File: src/sv/d2g_pkg.sv
// ============================================================================
// d2g_pkg
// shared constants, the output date type and the month table for the day number to
// gregorian date converter
// ============================================================================
package d2g_pkg;

    localparam int unsigned DAY_NUMBER_W = 22;
    localparam int unsigned YEAR_W       = 14;
    localparam int unsigned MONTH_W      = 4;
    localparam int unsigned DAY_W        = 5;

    // span lengths in days
    localparam logic [17:0] DAYS_400Y = 18'd146097;
    localparam logic [15:0] DAYS_100Y = 16'd36524;
    localparam logic [10:0] DAYS_4Y   = 11'd1461;
    localparam logic [8:0]  DAYS_1Y   = 9'd365;

    // reciprocals for constant division, estimate is never high and at most one low
    localparam logic [14:0] RECIP_400Y = 15'd29398;   // floor(2^32 / 146097)
    localparam int unsigned RECIP_400Y_SHIFT = 32;
    localparam logic [13:0] RECIP_4Y   = 14'd11483;   // floor(2^24 / 1461)
    localparam int unsigned RECIP_4Y_SHIFT = 24;

    // quotient at which year index within a century wraps to a century year
    localparam logic [4:0] Q4_CENTURY = 5'd24;

    // output bundle of the datapath
    typedef struct packed {
        logic [YEAR_W-1:0]  year;
        logic [MONTH_W-1:0] month;
        logic [DAY_W-1:0]   day;
        logic               in_range;
    } d2g_date_t;

    // first day of month (0-based) within the year
    function automatic logic [8:0] month_start(input logic [3:0] idx, input logic leap);
        logic [8:0] base;
        begin
            case (idx)
                4'd0:    base = 9'd0;
                4'd1:    base = 9'd31;
                4'd2:    base = 9'd59;
                4'd3:    base = 9'd90;
                4'd4:    base = 9'd120;
                4'd5:    base = 9'd151;
                4'd6:    base = 9'd181;
                4'd7:    base = 9'd212;
                4'd8:    base = 9'd243;
                4'd9:    base = 9'd273;
                4'd10:   base = 9'd304;
                4'd11:   base = 9'd334;
                default: base = 9'd0;
            endcase
            if (leap && (idx >= 4'd2))
            begin
                base = base + 9'd1;
            end
            return base;
        end
    endfunction

endpackage

File: src/sv/d2g_pipe.sv
// ============================================================================
// d2g_pipe
// ten stage datapath splitting a day number into 400, 100, 4 and 1 year spans
// and then into month and day, all stages advance together on en
// ============================================================================
module d2g_pipe #(
    parameter logic [31:0] LAST_DAY = 32'd3652059
) (
    input  logic                                clk,
    input  logic                                en,
    input  logic [d2g_pkg::DAY_NUMBER_W-1:0]    day_number,
    output d2g_pkg::d2g_date_t                  date
);
    import d2g_pkg::*;

    // stage 1: range check, zero-based count, quotient estimate
    logic        p1_ok_reg;
    logic [21:0] p1_n_reg;
    logic [4:0]  p1_q_reg;
    logic [21:0] n_next;
    logic [36:0] q400_prod;

    assign n_next    = day_number - 22'd1;
    assign q400_prod = 37'(n_next) * 37'(RECIP_400Y);

    always_ff @(posedge clk)
    begin
        if (en)
        begin
            p1_ok_reg <= (day_number != '0) && ({10'd0, day_number} <= LAST_DAY);
            p1_n_reg  <= n_next;
            p1_q_reg  <= q400_prod[RECIP_400Y_SHIFT +: 5];
        end
    end

    // stage 2: remainder from the estimate, below twice DAYS_400Y
    logic        p2_ok_reg;
    logic [4:0]  p2_q_reg;
    logic [18:0] p2_r_reg;
    logic [22:0] q400_days;

    assign q400_days = 23'(p1_q_reg) * 23'(DAYS_400Y);

    always_ff @(posedge clk)
    begin
        if (en)
        begin
            p2_ok_reg <= p1_ok_reg;
            p2_q_reg  <= p1_q_reg;
            p2_r_reg  <= 19'(23'(p1_n_reg) - q400_days);
        end
    end

    // stage 3: correct the estimate
    logic        p3_ok_reg;
    logic [4:0]  p3_q400_reg;
    logic [17:0] p3_r_reg;

    always_ff @(posedge clk)
    begin
        if (en)
        begin
            p3_ok_reg <= p2_ok_reg;
            if (p2_r_reg >= 19'(DAYS_400Y))
            begin
                p3_q400_reg <= p2_q_reg + 5'd1;
                p3_r_reg    <= 18'(p2_r_reg - 19'(DAYS_400Y));
            end
            else
            begin
                p3_q400_reg <= p2_q_reg;
                p3_r_reg    <= p2_r_reg[17:0];
            end
        end
    end

    // stage 4: century within the cycle, saturated at 3 for the cycle's last day
    logic        p4_ok_reg;
    logic [4:0]  p4_q400_reg;
    logic [1:0]  p4_c_reg;
    logic [15:0] p4_r_reg;
    logic [1:0]  c_next;
    logic [17:0] c_days;

    always_comb
    begin
        if (p3_r_reg >= 18'(3 * DAYS_100Y))
        begin
            c_next = 2'd3;
            c_days = 18'(3 * DAYS_100Y);
        end
        else if (p3_r_reg >= 18'(2 * DAYS_100Y))
        begin
            c_next = 2'd2;
            c_days = 18'(2 * DAYS_100Y);
        end
        else if (p3_r_reg >= 18'(DAYS_100Y))
        begin
            c_next = 2'd1;
            c_days = 18'(DAYS_100Y);
        end
        else
        begin
            c_next = 2'd0;
            c_days = 18'd0;
        end
    end

    always_ff @(posedge clk)
    begin
        if (en)
        begin
            p4_ok_reg   <= p3_ok_reg;
            p4_q400_reg <= p3_q400_reg;
            p4_c_reg    <= c_next;
            p4_r_reg    <= 16'(p3_r_reg - c_days);
        end
    end

    // stage 5: four-year span estimate
    logic        p5_ok_reg;
    logic [4:0]  p5_q400_reg;
    logic [1:0]  p5_c_reg;
    logic [15:0] p5_r_reg;
    logic [4:0]  p5_q_reg;
    logic [29:0] q4_prod;

    assign q4_prod = 30'(p4_r_reg) * 30'(RECIP_4Y);

    always_ff @(posedge clk)
    begin
        if (en)
        begin
            p5_ok_reg   <= p4_ok_reg;
            p5_q400_reg <= p4_q400_reg;
            p5_c_reg    <= p4_c_reg;
            p5_r_reg    <= p4_r_reg;
            p5_q_reg    <= q4_prod[RECIP_4Y_SHIFT +: 5];
        end
    end

    // stage 6: remainder within the four-year span
    logic        p6_ok_reg;
    logic [4:0]  p6_q400_reg;
    logic [1:0]  p6_c_reg;
    logic [4:0]  p6_q_reg;
    logic [11:0] p6_r_reg;
    logic [15:0] q4_days;

    assign q4_days = 16'(p5_q_reg) * 16'(DAYS_4Y);

    always_ff @(posedge clk)
    begin
        if (en)
        begin
            p6_ok_reg   <= p5_ok_reg;
            p6_q400_reg <= p5_q400_reg;
            p6_c_reg    <= p5_c_reg;
            p6_q_reg    <= p5_q_reg;
            p6_r_reg    <= 12'(p5_r_reg - q4_days);
        end
    end

    // stage 7: correct the span estimate
    logic        p7_ok_reg;
    logic [4:0]  p7_q400_reg;
    logic [1:0]  p7_c_reg;
    logic [4:0]  p7_q4_reg;
    logic [10:0] p7_r_reg;

    always_ff @(posedge clk)
    begin
        if (en)
        begin
            p7_ok_reg   <= p6_ok_reg;
            p7_q400_reg <= p6_q400_reg;
            p7_c_reg    <= p6_c_reg;
            if (p6_r_reg >= 12'(DAYS_4Y))
            begin
                p7_q4_reg <= p6_q_reg + 5'd1;
                p7_r_reg  <= 11'(p6_r_reg - 12'(DAYS_4Y));
            end
            else
            begin
                p7_q4_reg <= p6_q_reg;
                p7_r_reg  <= p6_r_reg[10:0];
            end
        end
    end

    // stage 8: single year, saturated at 3, then year and leap flag
    logic        p8_ok_reg;
    logic [13:0] p8_year_reg;
    logic        p8_leap_reg;
    logic [8:0]  p8_doy_reg;
    logic [1:0]  y1_next;
    logic [10:0] y1_days;
    logic [13:0] year_next;

    always_comb
    begin
        if (p7_r_reg >= 11'(3 * DAYS_1Y))
        begin
            y1_next = 2'd3;
            y1_days = 11'(3 * DAYS_1Y);
        end
        else if (p7_r_reg >= 11'(2 * DAYS_1Y))
        begin
            y1_next = 2'd2;
            y1_days = 11'(2 * DAYS_1Y);
        end
        else if (p7_r_reg >= 11'(DAYS_1Y))
        begin
            y1_next = 2'd1;
            y1_days = 11'(DAYS_1Y);
        end
        else
        begin
            y1_next = 2'd0;
            y1_days = 11'd0;
        end
    end

    assign year_next = 14'(p7_q400_reg) * 14'd400 + 14'(p7_c_reg) * 14'd100
                     + {7'd0, p7_q4_reg, 2'd0} + 14'(y1_next) + 14'd1;

    always_ff @(posedge clk)
    begin
        if (en)
        begin
            p8_ok_reg   <= p7_ok_reg;
            p8_year_reg <= year_next;
            // divisible by 4 only when y1 is 3, by 100 when the span is also the 25th
            p8_leap_reg <= (y1_next == 2'd3) && ((p7_q4_reg != Q4_CENTURY) || (p7_c_reg == 2'd3));
            p8_doy_reg  <= 9'(p7_r_reg - y1_days);
        end
    end

    // stage 9: month from the cumulative table
    logic        p9_ok_reg;
    logic [13:0] p9_year_reg;
    logic        p9_leap_reg;
    logic [8:0]  p9_doy_reg;
    logic [3:0]  p9_month_reg;
    logic [3:0]  month_next;

    always_comb
    begin
        month_next = 4'd0;
        for (int k = 1; k < 12; k++)
        begin
            if (p8_doy_reg >= month_start(4'(k), p8_leap_reg))
            begin
                month_next = 4'(k);
            end
        end
    end

    always_ff @(posedge clk)
    begin
        if (en)
        begin
            p9_ok_reg    <= p8_ok_reg;
            p9_year_reg  <= p8_year_reg;
            p9_leap_reg  <= p8_leap_reg;
            p9_doy_reg   <= p8_doy_reg;
            p9_month_reg <= month_next;
        end
    end

    // stage 10: day of month, fields cleared when out of range
    d2g_date_t  out_reg;
    logic [8:0] dom;

    assign dom = p9_doy_reg - month_start(p9_month_reg, p9_leap_reg);

    always_ff @(posedge clk)
    begin
        if (en)
        begin
            out_reg.in_range <= p9_ok_reg;
            out_reg.year     <= p9_ok_reg ? p9_year_reg : '0;
            out_reg.month    <= p9_ok_reg ? (p9_month_reg + 4'd1) : '0;
            out_reg.day      <= p9_ok_reg ? (dom[4:0] + 5'd1) : '0;
        end
    end

    assign date = out_reg;

endmodule

File: src/sv/day_number_to_gregorian_date.sv
// ============================================================================
// day_number_to_gregorian_date
// converts a proleptic gregorian day number (1 = 1 january of year 1) into
// year, month and day of month
// ============================================================================
// usage
// - input channel s_axis: one day number per transfer in tdata[21:0]
// - output channel m_axis: one date per input transfer, in input order
// - each date reaches tvalid on the output after passing all ten register stages
// - throughput is one transfer per cycle while the output is taken; ten register stages each hold
//   one item, so ten items may be in flight
// - day numbers of zero or past 31 december of MAX_YEAR give valid_res = 0
//   with year, month and day all zero
// - all stages advance together; when the output holds a date that the
//   receiver does not take, the whole pipeline halts and s_axis_tready drops,
//   so nothing is lost or repeated
// - s_axis_tready is high whenever the output register is empty or being
//   drained in the same cycle
// - reset clears every stage valid bit; payload registers are not reset
// - stage depth is set by the two constant-reciprocal multiplies, each
//   followed by its own multiply-subtract and correction stage
// ============================================================================
module day_number_to_gregorian_date #(
    parameter int unsigned MAX_YEAR = 9999
) (
    input  logic        clk,
    input  logic        rst_n,

    input  logic        s_axis_tvalid,
    output logic        s_axis_tready,
    input  logic [23:0] s_axis_tdata,    // [21:0] day_number, [23:22] zero fill

    output logic        m_axis_tvalid,
    input  logic        m_axis_tready,
    output logic [23:0] m_axis_tdata     // [13:0] year_out, [17:14] month_out,
                                         // [22:18] day_out, [23] valid_res
);
    import d2g_pkg::*;

    // last valid day number: 31 december of MAX_YEAR
    localparam logic [31:0] LAST_DAY = 32'(365 * MAX_YEAR + MAX_YEAR / 4
                                         - MAX_YEAR / 100 + MAX_YEAR / 400);
    localparam int unsigned STAGES = 10;

    logic              en;
    logic [STAGES-1:0] vld_reg;
    logic [STAGES-1:0] vld_next;
    d2g_date_t         date;

    // global advance: halt only when the output holds an untaken date
    assign en            = !vld_reg[STAGES-1] || m_axis_tready;
    assign s_axis_tready = en;

    // valid bits shift alongside the datapath stages
    assign vld_next = {vld_reg[STAGES-2:0], s_axis_tvalid};

    always_ff @(posedge clk or negedge rst_n)
    begin
        if (!rst_n)
        begin
            vld_reg <= '0;
        end
        else if (en)
        begin
            vld_reg <= vld_next;
        end
    end

    d2g_pipe #(
        .LAST_DAY (LAST_DAY)
    ) u_pipe (
        .clk        (clk),
        .en         (en),
        .day_number (s_axis_tdata[DAY_NUMBER_W-1:0]),
        .date       (date)
    );

    assign m_axis_tvalid = vld_reg[STAGES-1];
    assign m_axis_tdata  = {date.in_range, date.day, date.month, date.year};

endmodule

File: config.mk
export PLATFORM = sky130hd
export DESIGN_NAME = day_number_to_gregorian_date
export DESIGN_NICKNAME = d
export VERILOG_FILES = /design/src/sv/d2g_pkg.sv /design/src/sv/d2g_pipe.sv /design/src/sv/day_number_to_gregorian_date.sv
export SDC_FILE = /design/constraint.sdc
export NUM_CORES = 1
export LEC_CHECK = 0
export BUFFER_PORTS_ARGS = -buffer_cell sky130_fd_sc_hd__clkbuf_2
export CORE_MARGIN = 5
export CORE_UTILIZATION = 70
export CTS_CLUSTER_SIZE = 12
export DETAILED_ROUTE_END_ITERATION = 10
export GPL_ROUTABILITY_DRIVEN = 0
export HOLD_SLACK_MARGIN = 0.12
export PLACE_DENSITY = 0.93
export REMOVE_ABC_BUFFERS = 1
export SLEW_MARGIN = 20
export SYNTH_ARGS = -nofsm -noshare
export SYNTH_HDL_FRONTEND = slang
export SYNTH_SLANG_ARGS = --single-unit
File: constraint.sdc
create_clock -name clk -period 23.4 [get_ports clk]
set_input_delay 2.34 -clock clk [delete_from_list [all_inputs] [get_ports clk]]
set_output_delay 2.34 -clock clk [all_outputs]
set_load 0.05 [all_outputs]
Word-level counts from Yosys, hierarchy flattened:

Memories as Yosys holds them, arrays and structs flattened.
Index checks and enable logic that the tools add are counted.

* input bits: 28
* memories kept: 1
* ROM bits: 144
* bits in registers: 256
* output and inout port bits: 26
* logic and storage cells: 139

Memory list
* (no name shown): depth 16, bits a word 9, rd ports 1, clocked after Yosys merged registers in 0, wr ports 0, RTL line d2g_pkg.sv:40 `case (idx)`

* add/subtract/negate cells: 17
* equality and inequality tests: 3
* $lt $le $gt $ge: 21
* multiply operators: 6
* muxes and demuxes: 36
* reductions and logical operators: 10

Operators by type and width (count)
* 2-to-1 mux 16 bit: 3
* greater-or-equal comparator 18 x 17 -> 1 bit, second input constant: 2
* greater-or-equal comparator 9 x 8 -> 1 bit: 4
* multiplier 22 x 14 -> 36 bit, second input constant: 1
* multiplier 16 x 14 -> 29 bit, second input constant: 1
* greater-or-equal comparator 9 bit: 3
* 2-to-1 mux 9 bit: 3
* less-or-equal comparator 22 bit, second input constant: 1
* nonzero test 22 bit: 1
* subtractor 22 x 1 -> 22 bit, second input constant: 1
* adder 5 x 1 -> 5 bit, second input constant: 4
* greater-or-equal comparator 19 x 18 -> 1 bit, second input constant: 1
* multiplier 5 x 18 -> 19 bit, second input constant: 1
* subtractor 19 bit: 1
* greater-or-equal comparator 18 x 16 -> 1 bit, second input constant: 1
* greater-or-equal comparator 9 x 7 -> 1 bit: 2
* 2-to-1 mux 18 bit: 1
* 2-to-1 mux 3 bit: 6
* subtractor 18 bit, second input constant: 1
* 2-to-1 mux 2 bit: 8
* subtractor 16 bit: 1
* 2-to-1 mux 5 bit: 3
* adder 14 x 1 -> 14 bit, second input constant: 1
* adder 14 x 2 -> 14 bit: 1
* other kinds (27): 41

Logic depth before layout (Yosys ltp):

Gate-level depths: netlist (run 1).

* depth in word-level cells: 11
* gate-level depth with buffers: 26
* gate-level depth less buffers: 26

Modules after synthesis:

A second synthesis (run 1) with hierarchy kept.

* cells, all modules: 2228
* area total of the unflattened synthesis: 24980.2 um^2

By module, submodules not included
* d2g_pipe: times used 1, area an instance 24567.3 um^2, cells an instance 2206, seq. area each 7387.1 um^2
* day_number_to_gregorian_date: times used 1, area an instance 412.9 um^2, cells an instance 22, seq. area each 250.2 um^2

Worst setup path before layout (run 1):

OpenSTA, ideal clock, no wires.

* kind: input -> output
* start: in m_axis_tready
* end: out s_axis_tready
* required time: 21.060 ns
* path buffers: 1
* stages on the path: 2
* setup slack: 11.319 ns
* arrival: 9.741 ns
* path through: nand2b_1 clkbuf_1

* longest elaborated chain between the ends: 1

RTL lines
* start: declaration: RTL line day_number_to_gregorian_date.sv:34 `input logic m_axis_tready,`
* logical OR 1 bit: RTL line day_number_to_gregorian_date.sv:51 `assign en = !vld_reg[STAGES-1] || m_axis_tready;`
* end: declaration: RTL line day_number_to_gregorian_date.sv:30 `output logic s_axis_tready,`

Every way passes these cells.

Final worst setup path (run 1):

* start: in s_axis_tdata[0]
* end: reg u_pipe.p1_q_reg[2] (data pin)

* longest elaborated chain between the ends: 2

RTL lines
* start: declaration: RTL line day_number_to_gregorian_date.sv:31 `input logic [23:0] s_axis_tdata,`
* subtractor 22 x 1 -> 22 bit: RTL line d2g_pipe.sv:23 `assign n_next = day_number - 22'd1;`
* via u_pipe.n_next[0]: RTL line d2g_pipe.sv:20 `logic [21:0] n_next;`
* multiplier 22 x 14 -> 36 bit: RTL line d2g_pipe.sv:24 `assign q400_prod = 37'(n_next) * 37'(RECIP_400Y);`
* via u_pipe.q400_prod[34]: RTL line d2g_pipe.sv:21 `logic [36:0] q400_prod;`
* end signal: assignment: RTL line d2g_pipe.sv:32 `p1_q_reg <= q400_prod[RECIP_400Y_SHIFT +: 5];`
* end: declaration: RTL line d2g_pipe.sv:19 `logic [4:0] p1_q_reg;`

The timed path passes the listed nets, and every way through them passes these cells.
A chain may end at the register's enable or synchronous reset.

==> results of run 1 <==
## routing by layer
metal | up-vias | routed length [µm]
met5 | - | 0
met4 | 0 | 3108
met3 | 263 | 3015
met2 | 842 | 29370
met1 | 8346 | 19530
li1 | 7660 | -
## placed cells by master, fill, tap and decap left out, drive strengths merged, types with 18 or more instances in the layout
| cell type | n |
|---|---|
| xnor2 | 114 |
| fa | 247 |
| ha | 424 |
| nand3 | 26 |
| nand2b | 18 |
| clkbuf | 94 |
| edfxtp | 246 |
| and2 | 24 |
| nand2 | 63 |
| a21o | 24 |
| inv | 509 |
| a21oi | 82 |
| o21ai | 51 |
| nor2b | 18 |
| nor3 | 27 |
| xor2 | 42 |
| nor2 | 82 |
## synthesized netlist by cell type, types with 4 or more instances
cell type | number | area (µm²)
nand2_1 | 59 | 221.5
fa_1 | 247 | 4945
xor2_1 | 42 | 367.9
o211ai_1 | 11 | 82.58
o21a_1 | 9 | 67.56
o22ai_1 | 6 | 37.54
a41oi_1 | 4 | 35.03
and3_1 | 6 | 37.54
nor2b_1 | 18 | 112.6
nor4_1 | 17 | 106.4
o311ai_0 | 4 | 35.03
o31ai_1 | 7 | 52.55
nand4_1 | 17 | 106.4
or2_2 | 7 | 43.79
a21oi_1 | 82 | 410.4
edfxtp_1 | 246 | 7387
dfrtp_1 | 10 | 250.2
a211o_1 | 4 | 35.03
or3_1 | 7 | 43.79
clkbuf_1 | 12 | 45.04
nand2b_1 | 18 | 112.6
nand2_2 | 4 | 25.02
nor3b_1 | 6 | 45.04
a21o_1 | 24 | 180.2
a31oi_1 | 17 | 106.4
inv_1 | 508 | 1907
nand3_1 | 25 | 125.1
xnor2_1 | 114 | 998.5
o21ai_0 | 50 | 250.2
a31o_2 | 7 | 61.31
mux2_2 | 10 | 112.6
o311a_1 | 4 | 40.04
o21bai_1 | 7 | 52.55
and2_1 | 24 | 150.1
nor2_1 | 82 | 307.8
nor3_1 | 27 | 135.1
ha_1 | 424 | 5305
a211oi_1 | 11 | 82.58
or4_1 | 6 | 45.04
## path summary, 6_finish.rpt
check                                              from                            to  slack, ns  cells past startpoint
max                                     s_axis_tdata[0]  u_pipe.p1_q_reg[2]$_DFFE_PP_      14.01                     27
min                          u_pipe.p4_ok_reg$_DFFE_PP_    u_pipe.p5_ok_reg$_DFFE_PP_       0.41                      0
max reg2reg                u_pipe.p4_r_reg[9]$_DFFE_PP_  u_pipe.p5_q_reg[2]$_DFFE_PP_      17.46                     18
min reg2reg                  u_pipe.p4_ok_reg$_DFFE_PP_    u_pipe.p5_ok_reg$_DFFE_PP_       0.41                      0
max in group asynchronous                         rst_n        vld_reg[3]$_DFFE_PN0P_      21.55                      1
min in group asynchronous                         rst_n        vld_reg[8]$_DFFE_PN0P_       1.66                      1
## logic make-up after synthesis
kind of cell	share of synthesized area, %
adders and majority gates	41.10
muxes	0.5720
xor gates and xnor gates	5.479
AOI/OAI and AO/OA	7.370
DFF	30.63
buffers and inverters	7.902
and+or+nand+nor	6.949
## area by class of cell
| class | count | share of cell area, % |
|---|---|---|
| Tap cell | 461 | 2.166 |
| Sequential cell | 256 | 28.68 |
| Clock inverter | 6 | 0.2678 |
| Timing Repair Buffer | 60 | 1.212 |
| Multi-Input combinational cell | 1455 | 57.64 |
| Clock buffer | 43 | 2.875 |
| Inverter | 508 | 7.160 |
## stage by stage
step	utilization, %	worst slack (ns)	cells
final	75.24	14.01	2789
after global routing	75.24	13.59	2789
after CTS	75.18	14.10	2788
after global placement	72.81	13.82	2739
after floorplan	-	12.25	2219
after detailed placement	72.81	13.59	2739
## critical path, stage by stage
cell,delay (ns)
clkbuf_2,0.12
inv_1,0.27
ha_1,0.34
nand2_1,0.11
or4_1,0.44
xor2_1,0.39
inv_1,0.33
ha_1,0.38
inv_1,0.05
fa_1,0.50
inv_1,0.08
fa_1,0.53
inv_1,0.05
fa_1,0.54
inv_1,0.06
fa_1,0.53
inv_1,0.06
fa_1,0.52
inv_1,0.05
ha_1,0.20
a21oi_1,0.25
nand2_1,0.14
a31o_2,0.24
o311a_1,0.14
o31ai_1,0.68
nand4_1,0.19
o311ai_0,0.17
==> results.cfg, run 1 <==
[status]
status = complete, but fails checks
violations = DRC

[place]
port_buffers = 51
detailed_place_hpwl_um = 41150
placed_area_um2 = 25770

[cts]
cts_tree = built
clk_latency_ns = 0.55
clock-sinks = 256
cts_setup_buffers = 0
cts_root_buffer = clkbuf_16
clk_pin_slew_ns = 0.06
clockBufferDepth = 3
cts_buffers = 27
htreeDepth = 1
postCtsHoldBufs = 0
cts_resized = 0

[finish]
seqCellArea_um2 = 7637
largest_reg_flops = 24
num-fill-cells = 1979
antennaDiodeCount = 0
postLayoutCellArea_um2 = 26630
syn_to_final_growth_pct = 6.798
multiInputGateArea_um2 = 15350
nets = 3007
drive_above_1_share_pct = 5.713

[yosys]
seq_area_frac_synth_pct = 30.63
synth-async-reset-ratio_pct = 3.906
ys.flop_type = edfxtp_1
synth_cells = 2233
yosysUniqueCellTypes = 73
ys_warn_count = 0
ys_ff_latch = 256
syn_area_per_cell_um2 = 11.17
synth_edf_count = 246
syn_area_um2 = 24940

[floorplanning]
start_util_pct = 70.45
rows = 69
core-area_um2 = 35400
die_w_um = 198.7
top_level_ports = 54
die_height_um = 198.7
dieArea_um2 = 39500

[global_routing]
grt_busiest_layer = met2
gr-total-overflow = 0
use_met3_pct = 3.150
grt_pass1_vias = 18867
grt_use_met1_pct = 32.46
grt_max_degree = 87
globalRouteMet2Util_pct = 53.55
track_usage_pct = 28.63
antenna_found_initial = 0
grt_pass1_wl_um = 91330

[worst_setup_path]
path_class = in -> reg
crit_required_ns = 23.72
crit_path_max_fanout = 8
endpoint_kind = register
crit_arrival_ns = 9.71
startpoint_type = input port

[drt]
initialDrtViolationCount = 1247
num_vias = 17111
via_per_inst = 6.135
route.detailed.drc = 1
drtAntennaViolNets = 0
wl_per_cell_um = 19.73
wl_um = 55030
first_pass_iters = 10

[timing]
fmax_mhz = 106.5
rsz0062_at_grt = false
tightest_slew_ns = 1.093
hold_violations = 0
final_max_slew_viol_count = 0
post-route-period-util_pct = 40.13
hold_slack_ns = 0.4137
fin_skew_ns = 0.01866
min_period_ns = 9.391
setup_tns_ns = 0
slew_headroom_pct = 27.12
setup_viol = 0

[hold_path]
holdCritPathClass = reg -> reg

[run]
drv_cap = 0
Power of run 1 is not shown: default switching activity piles up to over one toggle a cycle in this logic, so the estimate is an artifact.
==> run 2: changes to the inputs <==
--- a/config.mk
+++ b/config.mk
@@ -7,12 +7,12 @@
 export LEC_CHECK = 0
 export BUFFER_PORTS_ARGS = -buffer_cell sky130_fd_sc_hd__clkbuf_2
 export CORE_MARGIN = 5
-export CORE_UTILIZATION = 70
+export CORE_UTILIZATION = 59
 export CTS_CLUSTER_SIZE = 12
 export DETAILED_ROUTE_END_ITERATION = 10
 export GPL_ROUTABILITY_DRIVEN = 0
 export HOLD_SLACK_MARGIN = 0.12
-export PLACE_DENSITY = 0.93
+export PLACE_DENSITY = 0.84
 export REMOVE_ABC_BUFFERS = 1
 export SLEW_MARGIN = 20
 export SYNTH_ARGS = -nofsm -noshare
==> constraint.sdc (replaced) <==
create_clock -name clk -period 8.4 [get_ports clk]
set_input_delay 0.84 -clock clk [delete_from_list [all_inputs] [get_ports clk]]
set_output_delay 0.84 -clock clk [all_outputs]
set_load 0.05 [all_outputs]
==> results.cfg, run 2 (synthesis results as in run 1) <==
[cts]
clk_latency_ns = 0.56
cts_tree = built
cts_resized = 0
cts_buffers = 28
cts_setup_buffers = 0
postCtsHoldBufs = 0
clock-sinks = 256
htreeDepth = 1
clk_pin_slew_ns = 0.06
clockBufferDepth = 3
cts_root_buffer = clkbuf_16

[timing]
hold_violations = 0
setup_viol = 0
final_max_slew_viol_count = 0
fin_ws_ns = 1.112
fin_skew_ns = 0.02035
min_period_ns = 7.288
rsz0062_at_grt = false
slew_headroom_pct = 32.52
tightest_slew_ns = 1.012
fmax_mhz = 137.2
post-route-period-util_pct = 86.77
setup_tns_ns = 0

[run]
drv_cap = 0

[finish]
final_cells = 2875
drive_above_1_share_pct = 6.039
final_cell_mix = inv_1, ha_1, fa_1
syn_to_final_growth_pct = 7.626
nets = 3014
largest_reg_flops = 24
num-fill-cells = 3061
layout_commonest_cell = inv_1
multiInputGateArea_um2 = 15340
seqCellArea_um2 = 7637
final_core_util_pct = 64.13

[place]
placed_cells = 2824
place_ws_ns = 0.4964
port_buffers = 51
detailed_place_hpwl_um = 38920

[drt]
route.detailed.drc = 0
via_per_inst = 5.601
initialDrtViolationCount = 870
drtAntennaViolNets = 0
wl_um = 47760
first_pass_iters = 5
wl_per_cell_um = 16.61
num_vias = 16103

[global_routing]
grt_pass1_wl_um = 82430
antenna_found_initial = 1
grt_max_degree = 157
track_usage_pct = 21.09
gr-total-overflow = 0
grt_pass1_vias = 17809

[worst_setup_path]
startpoint_type = input port
crit_required_ns = 8.68
crit_path_max_fanout = 8
crit_arrival_ns = 7.57
endpoint_kind = register
path_class = in -> reg

[floorplanning]
dieArea_um2 = 46480
die_w_um = 215.6
start_util_pct = 59.58
rows = 75
top_level_ports = 54
core-area_um2 = 41850
die_height_um = 215.6

[status]
status = finished, final reports clean

[hold_path]
holdCritPathClass = in -> async
==> run 2: through the flow <==
| step | hold slack, ns | cell area [µm²] |
|---|---|---|
| after floorplan | 0.4003 | 24870 |
| after global placement | 0.4012 | 25940 |
| after detailed placement | 0.4045 | 25940 |
| after CTS | 0.1320 | 26840 |
| after global routing | 0.1524 | 26840 |
| final | 0.1397 | 26840 |
==> run 2: path summary, 6_finish.rpt <==
check                                                 from  slack [ns]  cells after the start                               to
min reg2reg                u_pipe.p8_year_reg[7]$_DFFE_PP_        0.41                      0  u_pipe.p9_year_reg[7]$_DFFE_PP_
min                                                  rst_n        0.14                      1           vld_reg[2]$_DFFE_PN0P_
max in group asynchronous                            rst_n        8.06                      1           vld_reg[7]$_DFFE_PN0P_
min in group clk           u_pipe.p8_year_reg[7]$_DFFE_PP_        0.41                      0  u_pipe.p9_year_reg[7]$_DFFE_PP_
max                                        s_axis_tdata[0]        1.11                     27     u_pipe.p1_q_reg[4]$_DFFE_PP_
max reg2reg                   u_pipe.p4_r_reg[9]$_DFFE_PP_        2.53                     18     u_pipe.p5_q_reg[2]$_DFFE_PP_
==> run 2: area by class of cell <==
type                    instances  share of cell area (%)
multi-input cells            1455                   57.14
flip-flops and latches        256                   28.46
inverters                     508                   7.105
clock buffers                  42                   2.993
well taps                     539                   2.513
repair buffers                 66                   1.417
clock inverters                 8                  0.3636
diodes                          1                0.009324
==> run 2: routing by layer <==
metal	part of all wire, %	vias to the layer above	global-route usage, %
met3	3.6	136	2.452
met5	0	-	0
met1	39	7901	24.26
met4	3.9	0	7.809
li1	-	7673	-
met2	54	393	40.21
==> run 2: worst max-delay path, stage by stage <==
cell	delay, ns
clkbuf_2	0.11
inv_1	0.27
ha_1	0.34
nand2_1	0.11
or4_1	0.43
xor2_1	0.36
inv_1	0.31
ha_1	0.37
inv_1	0.05
fa_1	0.51
inv_1	0.06
fa_1	0.54
inv_1	0.06
fa_1	0.54
inv_1	0.06
fa_1	0.53
inv_1	0.05
fa_1	0.50
inv_1	0.04
ha_1	0.32
nand3_1	0.12
nand2_1	0.08
o311a_1	0.35
o31ai_1	0.23
buf_4	0.18
nor3_1	0.05
nand4b_1	0.18
Power of run 2 is left out for the same reason.
